$ cat config.mk
export PLATFORM = sky130hd
export DESIGN_NAME = sitm_ctrl
export DESIGN_NICKNAME = d
export VERILOG_FILES = /design/src/sv/sitm_pkg.sv /design/src/sv/sitm_ctrl.sv
export SDC_FILE = /design/constraint.sdc
export NUM_CORES = 1
export LEC_CHECK = 0
export BUFFER_PORTS_ARGS = -buffer_cell sky130_fd_sc_hd__buf_2
export CAP_MARGIN = 20
export CORE_AREA = 2 2 53 55
export DETAILED_ROUTE_END_ITERATION = 12
export DIE_AREA = 0 0 55 57
export SYNTH_ARGS = -nofsm -noshare
export SYNTH_HDL_FRONTEND = slang
export SYNTH_SLANG_ARGS = --single-unit
$ cat constraint.sdc
create_clock -name clk -period 3.3 [get_ports clk]
set_input_delay 0.33 -clock clk [delete_from_list [all_inputs] [get_ports clk]]
set_output_delay 0.33 -clock clk [all_outputs]
set_load 0.02 [all_outputs]
$ cat src/sv/sitm_pkg.sv
package sitm_pkg;

    localparam int FIELD_W = 32;
    localparam int COUNT_W = 7;

    // action codes
    localparam logic [1:0] ACT_INSERT = 2'd0;
    localparam logic [1:0] ACT_MERGE  = 2'd1;
    localparam logic [1:0] ACT_DUMP   = 2'd2;

    // status codes
    localparam logic [1:0] ST_OK    = 2'd0;
    localparam logic [1:0] ST_FULL  = 2'd1;
    localparam logic [1:0] ST_EMPTY = 2'd2;

    typedef logic [FIELD_W-1:0] pos_t;
    typedef logic [COUNT_W-1:0] count_t;

    typedef struct packed {
        logic [1:0] action;
        pos_t       range_first;
        pos_t       range_last;
    } req_t;

    typedef struct packed {
        logic [1:0] status;
        count_t     entry_count;
        pos_t       out_first;
        pos_t       out_last;
        logic       final_item;
    } rsp_t;

    // read address select
    typedef enum logic [2:0] {
        RD_ZERO,
        RD_PTR_M1,
        RD_PTR_M2,
        RD_PTR_P1
    } rd_sel_t;

    typedef struct packed {
        logic       cap_key;
        logic       ptr_load_count;
        logic       ptr_clear;
        logic       ptr_inc;
        logic       shift;
        logic       put_key;
        logic       run_load;
        logic       run_walk;
        logic       run_close;
        logic       rd_en;
        rd_sel_t    rd_sel;
        logic       emit;
        logic       emit_entry;
        logic [1:0] emit_status;
        logic       emit_final;
    } cmd_t;

    typedef struct packed {
        logic count_zero;
        logic full;
        logic ptr_zero;
        logic ptr_one;
        logic ptr_last;
        logic entry_gt;
        logic out_free;
    } stat_t;

endpackage

$ cat src/sv/sitm_ctrl.sv
module sitm_ctrl (
    input  logic             clk,
    input  logic             rst_n,
    input  logic             req_valid,
    output logic             req_ready,
    input  logic [1:0]       action,
    input  sitm_pkg::stat_t  stat,
    output sitm_pkg::cmd_t   cmd
);

    typedef enum logic [8:0] {
        S_IDLE     = 9'b000000001,
        S_INS_CHK  = 9'b000000010,
        S_INS_CMP  = 9'b000000100,
        S_INS_PUT  = 9'b000001000,
        S_MRG_LD   = 9'b000010000,
        S_MRG_WALK = 9'b000100000,
        S_MRG_END  = 9'b001000000,
        S_DMP_OUT  = 9'b010000000,
        S_RESP     = 9'b100000000
    } state_t;

    state_t     state_reg, state_next;
    logic [1:0] code_reg, code_next;

    assign req_ready = (state_reg == S_IDLE);

    always_comb
    begin
        state_next = state_reg;
        code_next  = code_reg;
        cmd        = '0;
        cmd.rd_sel = sitm_pkg::RD_ZERO;

        unique case (state_reg) inside
            S_IDLE:
            begin
                if (req_valid)
                begin
                    code_next = sitm_pkg::ST_OK;
                    case (action)
                        sitm_pkg::ACT_INSERT:
                        begin
                            cmd.cap_key        = 1'b1;
                            cmd.ptr_load_count = 1'b1;
                            if (stat.full)
                            begin
                                code_next  = sitm_pkg::ST_FULL;
                                state_next = S_RESP;
                            end
                            else
                            begin
                                state_next = S_INS_CHK;
                            end
                        end
                        sitm_pkg::ACT_MERGE:
                        begin
                            if (stat.count_zero)
                            begin
                                state_next = S_RESP;
                            end
                            else
                            begin
                                cmd.ptr_clear = 1'b1;
                                cmd.rd_en     = 1'b1;
                                state_next    = S_MRG_LD;
                            end
                        end
                        sitm_pkg::ACT_DUMP:
                        begin
                            if (stat.count_zero)
                            begin
                                code_next  = sitm_pkg::ST_EMPTY;
                                state_next = S_RESP;
                            end
                            else
                            begin
                                cmd.ptr_clear = 1'b1;
                                cmd.rd_en     = 1'b1;
                                state_next    = S_DMP_OUT;
                            end
                        end
                        default:
                        begin
                            state_next = S_RESP;
                        end
                    endcase
                end
            end
            S_INS_CHK:
            begin
                if (stat.ptr_zero)
                begin
                    cmd.put_key = 1'b1;
                    state_next  = S_RESP;
                end
                else
                begin
                    cmd.rd_en  = 1'b1;
                    cmd.rd_sel = sitm_pkg::RD_PTR_M1;
                    state_next = S_INS_CMP;
                end
            end
            S_INS_CMP:
            begin
                if (stat.entry_gt)
                begin
                    cmd.shift = 1'b1;
                    if (stat.ptr_one)
                    begin
                        state_next = S_INS_PUT;
                    end
                    else
                    begin
                        cmd.rd_en  = 1'b1;
                        cmd.rd_sel = sitm_pkg::RD_PTR_M2;
                    end
                end
                else
                begin
                    cmd.put_key = 1'b1;
                    state_next  = S_RESP;
                end
            end
            S_INS_PUT:
            begin
                cmd.put_key = 1'b1;
                state_next  = S_RESP;
            end
            S_MRG_LD, S_MRG_WALK:
            begin
                cmd.run_load = (state_reg == S_MRG_LD);
                cmd.run_walk = (state_reg == S_MRG_WALK);
                if (stat.ptr_last)
                begin
                    state_next = S_MRG_END;
                end
                else
                begin
                    cmd.ptr_inc = 1'b1;
                    cmd.rd_en   = 1'b1;
                    cmd.rd_sel  = sitm_pkg::RD_PTR_P1;
                    state_next  = S_MRG_WALK;
                end
            end
            S_MRG_END:
            begin
                cmd.run_close = 1'b1;
                state_next    = S_RESP;
            end
            S_DMP_OUT:
            begin
                if (stat.out_free)
                begin
                    cmd.emit        = 1'b1;
                    cmd.emit_entry  = 1'b1;
                    cmd.emit_status = sitm_pkg::ST_OK;
                    cmd.emit_final  = stat.ptr_last;
                    if (stat.ptr_last)
                    begin
                        state_next = S_IDLE;
                    end
                    else
                    begin
                        cmd.ptr_inc = 1'b1;
                        cmd.rd_en   = 1'b1;
                        cmd.rd_sel  = sitm_pkg::RD_PTR_P1;
                    end
                end
            end
            S_RESP:
            begin
                if (stat.out_free)
                begin
                    cmd.emit        = 1'b1;
                    cmd.emit_status = code_reg;
                    cmd.emit_final  = 1'b1;
                    state_next      = S_IDLE;
                end
            end
            default:
            begin
                state_next = S_IDLE;
            end
        endcase
    end

    always_ff @(posedge clk or negedge rst_n)
    begin
        if (!rst_n)
        begin
            state_reg <= S_IDLE;
            code_reg  <= sitm_pkg::ST_OK;
        end
        else
        begin
            state_reg <= state_next;
            code_reg  <= code_next;
        end
    end

endmodule

## After elaboration in Yosys (flattened, before gate mapping)

Cells that the tools add are included.

- Bits of input ports: 12
- Logic and storage cells: 68
- Bits in registers: 11
- Output and inout bits: 19

- Mux-type cells: 44
- Equality and inequality tests: 16
- Reduce and logical (&&, ||, !) cells: 6

Operators by type and width:

| cell | number |
|---|---|
| $mux 9 | 11 |
| $pmux 9 s7 | 1 |
| $pmux 9 s3 | 1 |
| $mux 4 | 4 |
| $mux 1 | 13 |
| $pmux 3 s4 | 1 |
| $eq 9x1->1 const B | 1 |
| $eq 9x2->1 const B | 1 |
| $eq 9x3->1 const B | 1 |
| $eq 9x4->1 const B | 1 |
| $eq 9x5->1 const B | 1 |
| $eq 9x6->1 const B | 1 |
| $eq 9x7->1 const B | 1 |
| $eq 9x8->1 const B | 1 |
| $eq 9x9->1 const B | 1 |
| $mux 3 | 3 |
| $ne 2x2->1 const B | 4 |
| $mux 7 | 1 |
| $mux 2 | 3 |
| $pmux 3 s2 | 1 |
| $reduce_or 2->1 | 3 |
| $pmux 1 s5 | 1 |
| $reduce_and 5->1 | 1 |
| $pmux 1 s2 | 2 |
| 7 further kinds | 7 |

## Longest topological paths before layout

Gate-level depths: netlist (run 1).

- Depth in word-level cells: 5
- Depth in mapped cells: 6
- Gate-level depth less buffers: 6

## Worst setup path after synthesis (run 1)

OpenSTA, ideal clock, no wires.

- Path kind: flip-flop to output port
- From: reg state_reg[5]
- To: out cmd[8] (netlist bit)
- Stages on the path, launching flop included: 6
- Required time: 2.970 ns
- Arrival time: 1.936 ns
- Path buffers: 0
- Setup slack: 1.034 ns
- Cell sequence: dfrtp_1 nor4_4 and2_2 nand2_1 o21ai_0 or3b_2

RTL lines:

| element | line | source |
|---|---|---|
| start: declaration | sitm_ctrl.sv:23 | `state_t state_reg, state_next;` |
| start signal: assignment | sitm_ctrl.sv:197 | `state_reg <= state_next;` |
| end: declaration | sitm_ctrl.sv:8 | `output sitm_pkg::cmd_t cmd` |

==> reports/metrics.yaml, run 1 <==
placed_design:
  place_congestion: 0.865
  portBuffers: 29
  hpwl_um: 1710
  dp.cells: 158
setup_path:
  critPathLaunchType: "register"
  regToRegStartpoint: "state_reg[8]$_DFFE_PN0P_"
  path_max_fanout: 7
  path_class: "reg2out"
  critPathMaxStageDelay_ns: 0.48
  path_cells: "nor4_4 > nand4_1 > nor2_1 > and3_1 > or3b_2 > buf_2"
  cpMaxStageDelayCell: "nor4_4"
  required_ns: 2.97
  timing.rr.end: "state_reg[7]$_DFFE_PN0P_"
  cp.arrival_ns: 2.29
  r2r_slack_ns: 1.04
  ff2ff_path_depth: 5
  cp-end-kind: "primary output"
clock_tree:
  numCtsBuffers: 3
  cts_buffer_depth: 2
  tritoncts: "yes"
  clock-sinks: 11
  htree_levels: 1
  post_cts_buffers: 0
  clk_pin_slew_ns: 0.07
  cts_root_buf: "clkbuf_4"
  clk_latency_ns: 0.27
sta:
  relSlewSlack_pct: 61.6
  skew_ns: 0.00694
  slew_violations: 0
  fin_crit_ns: 2.62
  finalCritPeriodShare_pct: 79.4
  finalSetupTns_ns: 0
  setup_viol: 0
  final-hold-violation-count: 0
  whs_ns: 0.242
  worst_slew_pin_slew_ns: 0.571
  rsz0062_at_grt: "false"
  fmax_mhz: 382
synthesis:
  synth-xor-area-share_pct: 2.02
  synthTopCellsByCount: "11 x nor2_1, 10 x dfrtp_1, 10 x inv_1, 10 x nand2_1, 6 x o21ai_0"
  synth_area_leader_cell: "dfrtp_1"
  netlist-cell-type-count: 39
  synth_compound_area_share_pct: 13.1
  yosysTopAreaCellShare_pct: 28.9
  synthFlopType: "dfrtp_1"
  synth_top_family_by_area: "simple AND/OR/NAND/NOR gates"
  synth_warnings: 0
  synthSimpleGateAreaFrac_pct: 37.2
  synth_area_leaders: "dfrtp_1 29%, ha_1 5.8%, nor2_1 4.8%"
  syn-num-nets: 116
  yosysMostFrequentCell: "nor2_1"
  syn-mean-instance-area_sq_um: 8.67
  synth_area_sq_um: 867
  ys_async_sr_fraction_pct: 100
  ys_seq_area_share_pct: 31.9
  synthCells: 100
  synth-seq-cells: 11
  synth_adder_area_share_pct: 5.77
  synth_mux_area_share_pct: 3.46
  synth_edf_count: 0
die:
  std_cell_rows: 19
  die_h_um: 57
  ios: 31
  start_util_pct: 33.2
  core_region_area_sq_um: 2620
  die_x_um: 55
  die_area_sq_um: 3140
routing:
  viasPerCell: 5.36
  route.detailed.drc: 0
  vias: 874
  routed.top_layer: "met4"
  drt_wl_total_um: 2120
  drtIter0Drc: 11
  dr_wl_met2_um: 1020
  ant_nets: 0
  wirelength_met1_um: 923
  drt_first_pass_iters: 4
  dr_wl_met3_um: 85
  wl_per_cell_um: 13.0
worst_hold_path:
  hold_path.class: "in2reg"
  hold_end: "state_reg[5]$_DFFE_PN0P_"
  hp-start: "stat[2]"
  whs_path_depth: 2
finish:
  final_util_pct: 41.0
  fin_nets: 149
  fin_cells: 163
  diodes: 0
  fill_cells: 275
  area_delta_synth_final_pct: 23.7
  layout-drive-gt1-share_pct: 33.3
  largest_reg_flops: 9
status:
  status: "finished, final reports clean"
global_routing:
  grt_max_degree: 12
  antenna_found_initial: 0
  grt_first_pass_wirelength_um: 3530
  grt_overflow: 0
  grt_pass1_vias: 810
  grt.total_usage_pct: 15.5
flow_run:
  cap_violations: 0
power_and_ir_drop:
  ir_drop_mv: 0.288
  powerDensity_nw_per_um2: 536
  leakage_nw: 0.594
==> worst max path at each step <==
stage / cells past startpoint / slack [ns] / end / startpoint
2_1_floorplan: 5 / 1.03 / cmd[8] / state_reg[5]$_DFFE_PN0P_
3_3_place_gp: 5 / 1.02 / cmd[8] / state_reg[5]$_DFFE_PN0P_
3_5_place_dp: 6 / 0.98 / cmd[8] / state_reg[5]$_DFFE_PN0P_
4_1_cts: 6 / 0.66 / cmd[8] / state_reg[5]$_DFFE_PN0P_
5_1_grt: 6 / 0.45 / cmd[8] / state_reg[5]$_DFFE_PN0P_
6_report: 6 / 0.68 / cmd[8] / state_reg[5]$_DFFE_PN0P_
==> layout by cell type, fill, tap and decap left out, types with 2 or more instances in the layout <==
master    count
a21oi_1       2
and3_1        3
buf_2        29
clkbuf_4      3
dfrtp_1      10
ha_1          4
inv_1        10
mux2_4        2
nand2_1      10
nand3_1       2
nand4_1       5
nand4b_1      2
nor2_1       11
nor2b_1       2
nor3_1        2
nor3b_1       2
nor4_1        2
o21ai_0       6
xor2_1        2
==> final cells by class <==
cell class	instances	area [sq um]	share of cell area [%]
multi-input cells	77	538	50.2
flip-flops and latches	11	277	25.8
repair buffers	30	155	14.5
well taps	31	38.8	3.62
inverters	10	37.5	3.50
clock buffers	4	26.3	2.45
==> per-stage QoR <==
stage	cell area, sq um	power, mW	setup slack (ns)
final	1070	0.575	0.680
after global routing	1070	0.625	0.454
after CTS	1070	0.582	0.661
after detailed placement	1040	0.485	0.978
after global placement	1040	0.482	1.02
after floorplan	867	0.408	1.03
==> per-layer routing <==
layer	vias to the layer above	GRT usage, %
li1	425	-
met1	416	19.9
met2	25	23.6
met3	8	1.05
met4	0	11.8
met5	-	0
==> power by group <==
group	switching, mW	internal, mW
Combinational	0.176	0.113
Sequential	0.0284	0.165
Clock	0.0462	0.0468
==> cells by family after synthesis <==
logic type,after synthesis
buffers and inverters,12
other,1
DFF,11
adders and majority gates,4
muxes,2
and+or+nand+nor,53
xor gates and xnor gates,2
AOI/OAI and AO/OA,15
==> timing repair <==
action | 4_1_cts | 5_1_grt
endpoints found under the hold margin | 10 | 0
gates resized for setup | 0 | 0
endpoints found under the setup margin | 0 | 0
hold buffers | 1 | 0
==> critical path: cells and delay by family, from the launching register on <==
kind / cells / cell delay [ns]
AND/OR/NAND/NOR: 5 / 1.41
buffers and inverters: 1 / 0.15
flip-flops: 1 / 0.47
No activity file was read; power rests on OpenSTA's default activity.
==> run 2: changes to the inputs <==
- clock period: 3.3 -> 2.35 ns (I/O delays scaled with it)
==> run 2 against run 1 <==
Net effect:
- setup slack lost 0.65 ns
- critical endpoint unchanged
- power is 65% higher
- wire length rose by 13%
- count of clock-buffer cells in the layout is the same
- utilization up 4.9 points
- die area is the same
- via count increased by 8.5%
- sequential power up 44%
- design area up 12%
- combinational power grew 87%
- sequential cell count unchanged
- largest cell class unchanged
==> reports/metrics.yaml, run 2 (synthesized netlist as in run 1, its figures left out) <==
routing:
  viasPerCell: 5.33
  ant_nets: 0
  vias: 948
  drt_first_pass_iters: 4
  drt_wl_total_um: 2400
  route.detailed.drc: 0
  wl_per_cell_um: 13.5
  drtIter0Drc: 23
finish:
  fin_area_sq_um: 1200
  diodes: 0
  layout-drive-gt1-share_pct: 42.2
  area_delta_synth_final_pct: 38.5
  final_common_cell: "buf_2"
  fin_nets: 164
  largest_reg_flops: 9
  final_cell_mix: "28 x buf_2, 16 x buf_4, 11 x nor2_1"
clock_tree:
  cts_buffer_depth: 2
  clk_pin_slew_ns: 0.07
  numCtsBuffers: 3
  clk_latency_ns: 0.26
  tritoncts: "yes"
  htree_levels: 1
  clock-sinks: 11
  cts_root_buf: "clkbuf_4"
setup_path:
  startpoint: "state_reg[7]$_DFFE_PN0P_"
  timing.rr.end: "state_reg[7]$_DFFE_PN0P_"
  r2r_slack_ns: 0.16
  required_ns: 2.12
  regToRegStartpoint: "state_reg[5]$_DFFE_PN0P_"
  endpoint: "cmd[8]"
  path_class: "reg2out"
  cp.arrival_ns: 2.09
  cp-end-kind: "primary output"
  path_max_fanout: 5
  critPathLaunchType: "register"
  ff2ff_path_depth: 6
die:
  die_x_um: 55
  std_cell_rows: 19
  start_util_pct: 33.2
  ios: 31
  core_region_area_sq_um: 2620
  die_h_um: 57
  die_area_sq_um: 3140
sta:
  setup_viol: 0
  rsz0062_at_grt: "true"
  fin_crit_ns: 2.33
  slew_violations: 0
  fmax_mhz: 430
  skew_ns: 0.00321
  finalCritPeriodShare_pct: 98.9
  finalSetupTns_ns: 0
  final-hold-violation-count: 0
power_and_ir_drop:
  p_int_uw: 557
  p_total_uw: 948
  power_switching_uw: 390
  powerDensity_nw_per_um2: 789
  ir_drop_mv: 0.577
  leakage_nw: 0.662
  sw_frac_of_total_pct: 41.2
  combPwrFrac_pct: 57.1
  power_frac_seq_pct: 29.3
  clkPwrFrac_pct: 13.6
global_routing:
  grt_pass1_vias: 862
  met3_usage_pct: 0.785
  grt_overflow: 0
  use_met2_pct: 28.4
  grtUsageMet1_pct: 20.6
  grt.total_usage_pct: 16.5
  grt_max_degree: 12
  antenna_found_initial: 0
  grt.busiest_layer: "met2"
  grt_first_pass_wirelength_um: 3770
flow_run:
  cap_violations: 0
placed_design:
  placed_area_sq_um: 1070
  place_congestion: 0.872
  hpwl_um: 1750
  portBuffers: 29
worst_hold_path:
  hold_path.class: "in2reg"
status:
  status: "finished, final reports clean"
==> run 2: worst min-delay path by stage <==
stage / startpoint / to / slack [ns] / cells past startpoint
after floorplan: rst_n / code_reg[0]$_DFFE_PN0P_ / -0.06 / 0
after global placement: rst_n / state_reg[3]$_DFFE_PN0P_ / 0.11 / 1
after detailed placement: rst_n / state_reg[2]$_DFFE_PN0P_ / 0.12 / 1
after CTS: stat[2] / state_reg[5]$_DFFE_PN0P_ / 0.14 / 2
after global routing: stat[2] / state_reg[5]$_DFFE_PN0P_ / 0.15 / 2
final: stat[2] / state_reg[5]$_DFFE_PN0P_ / 0.14 / 2
==> run 2: through the flow <==
stage / cells / worst slack [ns] / hold WS, ns / utilization [%]
floorplan: 100 / 0.179 / -0.0606 / -
global placement: 163 / 0.158 / 0.113 / 41.1
detailed placement: 163 / 0.117 / 0.120 / 41.1
CTS: 174 / 0.00188 / 0.145 / 44.4
global route: 178 / -0.0502 / 0.147 / 45.9
finish: 178 / 0.0249 / 0.144 / 45.9
==> run 2: power by group through the flow <==
| stage | Combinational (mW) | Sequential (mW) | Clock, mW |
|---|---|---|---|
| 3_5_place_dp | 0.437 | 0.273 | 0 |
| 6_report | 0.541 | 0.278 | 0.129 |
| 2_1_floorplan | 0.309 | 0.264 | 0 |
| 5_1_grt | 0.592 | 0.282 | 0.138 |
| 3_3_place_gp | 0.436 | 0.272 | 0 |
| 4_1_cts | 0.499 | 0.274 | 0.131 |
==> run 2: timing repair <==
action                                 in CTS  in global routing
buffers inserted                            6                  4
hold buffers                                1                  0
endpoints found under the hold margin      10                  0
gates resized for setup                     2                  3
pin swaps                                   3                  5
setup endpoints to repair                   4                  7
==> run 2: per-layer routing <==
| metal | routed length, um | part of all wire [%] | vias to the layer above |
|---|---|---|---|
| met5 | 0 | 0 | - |
| met2 | 1230 | 51 | 39 |
| met1 | 993 | 41 | 452 |
| met4 | 53 | 2.2 | 0 |
| li1 | - | - | 451 |
| met3 | 125 | 5.2 | 6 |
==> run 2: area by class of cell <==
cell class              instances  area [sq um]
repair buffers                 45           270
multi-input cells              77           549
well taps                      31          38.8
fillers                       266          1410
flip-flops and latches         11           279
clock buffers                   4          26.3
inverters                      10          37.5
==> run 2: worst max-delay path: stages (launching register included) <==
cell	delay [ns]
dfrtp_1	0.41
buf_4	0.17
nor2b_1	0.16
nand4_1	0.17
a21o_1	0.18
o21ai_0	0.10
or3b_2	0.47
buf_4	0.17
==> run 3: changes to the inputs <==
- CORE_AREA: 2 2 53 55 -> 2 2 50 52
- DIE_AREA: 0 0 55 57 -> 0 0 52 54
- PLACE_DENSITY: default -> 0.67
==> run 3 against run 2 <==
Net effect:
- via count is 2.7% lower
- register-to-register slack worse by 0.02 ns
- hold slack worse by 0.0056 ns
- critical path type unchanged
==> reports/metrics.yaml, run 3 (synthesized netlist as in run 1, its figures left out) <==
status:
  status: "finished, final reports clean"
finish:
  area_delta_synth_final_pct: 37.1
  final_cell_mix: "28 x buf_2, 14 x buf_4, 11 x nor2_1"
  diodes: 0
  fin_area_sq_um: 1190
  final_common_cell: "buf_2"
  fill_cells: 238
  layout-drive-gt1-share_pct: 42.8
  ff_latch_area_sq_um: 282
  fin_cells: 175
  final_util_pct: 51.2
  largest_reg_flops: 9
  fin_nets: 162
  multi_input_area_sq_um: 551
die:
  start_util_pct: 37.4
  die_area_sq_um: 2810
  std_cell_rows: 18
  core_region_area_sq_um: 2320
  ios: 31
  die_x_um: 52
  die_h_um: 54
sta:
  slew_violations: 0
  finalCritPeriodShare_pct: 99.1
  whs_ns: 0.138
  fmax_mhz: 429
  final-hold-violation-count: 0
  rsz0062_at_grt: "true"
  finalSetupTns_ns: 0
  setup_ws_ns: 0.0215
  skew_ns: 0.000550
  fin_crit_ns: 2.33
  setup_viol: 0
power_and_ir_drop:
  clkPwrFrac_pct: 14.3
  leakage_nw: 0.652
  power_switching_uw: 381
  sw_frac_of_total_pct: 41.8
  powerDensity_nw_per_um2: 767
  p_int_uw: 531
  power_frac_seq_pct: 30.6
  combPwrFrac_pct: 55.1
  ir_drop_mv: 0.459
  p_total_uw: 912
global_routing:
  grt_first_pass_wirelength_um: 3800
  antenna_found_initial: 0
  grt.total_usage_pct: 18.6
  grt_overflow: 0
  grt_pass1_vias: 861
  grt_max_degree: 12
setup_path:
  required_ns: 2.12
  critPathLaunchType: "register"
  cp.arrival_ns: 2.09
  path_class: "reg2out"
  path_max_fanout: 5
  cp-end-kind: "primary output"
clock_tree:
  clk_latency_ns: 0.26
  tritoncts: "yes"
  cts_buffer_depth: 2
  cts_root_buf: "clkbuf_4"
  htree_levels: 1
  numCtsBuffers: 3
  clk_pin_slew_ns: 0.07
  clock-sinks: 11
routing:
  drtIter0Drc: 20
  ant_nets: 0
  drt_wl_total_um: 2460
  viasPerCell: 5.27
  route.detailed.drc: 0
  vias: 922
  wl_per_cell_um: 14.0
  drt_first_pass_iters: 4
placed_design:
  place_congestion: 0.933
  hpwl_um: 1810
  placed_area_sq_um: 1060
  dp_slack_ns: 0.112
  portBuffers: 29
  dp.cells: 161
flow_run:
  cap_violations: 0
worst_hold_path:
  hold_path.class: "in2reg"
## run 3: cell types whose count changed in the layout (fill, tap and decap cells not counted)
cell and change:
dfrtp_1 -2, o31ai_1 +1, nor4_1 -1, nor4_2 +1
o31ai_2 -1, buf_4 -2, dfrtp_2 +2
## run 3: power groups by stage
stage                     Clock (mW)  Sequential [mW]  Combinational, mW
after CTS                      0.134            0.278              0.471
final                          0.130            0.279              0.503
after global routing           0.146            0.283              0.541
after global placement             0            0.274              0.420
after detailed placement           0            0.276              0.427
after floorplan                    0            0.264              0.309
## run 3: worst paths after layout
check / slack (ns) / cells after the start / from / endpoint
max: 0.02 / 5 / state_reg[7]$_DFFE_PN0P_ / cmd[8]
min: 0.14 / 2 / stat[2] / state_reg[5]$_DFFE_PN0P_
max reg2reg: 0.14 / 6 / state_reg[7]$_DFFE_PN0P_ / state_reg[7]$_DFFE_PN0P_
min reg2reg: 0.49 / 2 / code_reg[0]$_DFFE_PN0P_ / code_reg[0]$_DFFE_PN0P_
max in group asynchronous: 1.71 / 2 / rst_n / state_reg[0]$_DFFE_PN1P_
min in group asynchronous: 0.37 / 2 / rst_n / state_reg[2]$_DFFE_PN0P_
## run 3: worst max-delay path, stage by stage (launching register included)
cell     delay [ns]
dfrtp_2        0.45
nor4_4         0.34
nand2_2        0.12
or4b_4         0.58
or3b_2         0.21
buf_4          0.13
## run 3: layout make-up
cell class | count | share of cell area [%]
repair buffers | 43 | 21.5
flip-flops and latches | 11 | 23.7
inverters | 10 | 3.16
clock buffers | 4 | 2.21
well taps | 30 | 3.16
multi-input cells | 77 | 46.3
## run 3: repair_timing
action | 4_1_cts | 5_1_grt
gates resized for setup | 5 | 2
setup endpoints to repair | 2 | 1
gates cloned | 0 | 0
setup buffers | 5 | 4
hold endpoints to repair | 10 | 0
pin swaps | 2 | 2
hold buffers | 1 | 0
## run 3: layer usage
layer / part of all wire [%] / GRT usage [%]
met4: 1.1 / 9.65
met5: 0 / 0
met1: 41 / 20.9
met2: 53 / 33.1
met3: 4.5 / 3.61
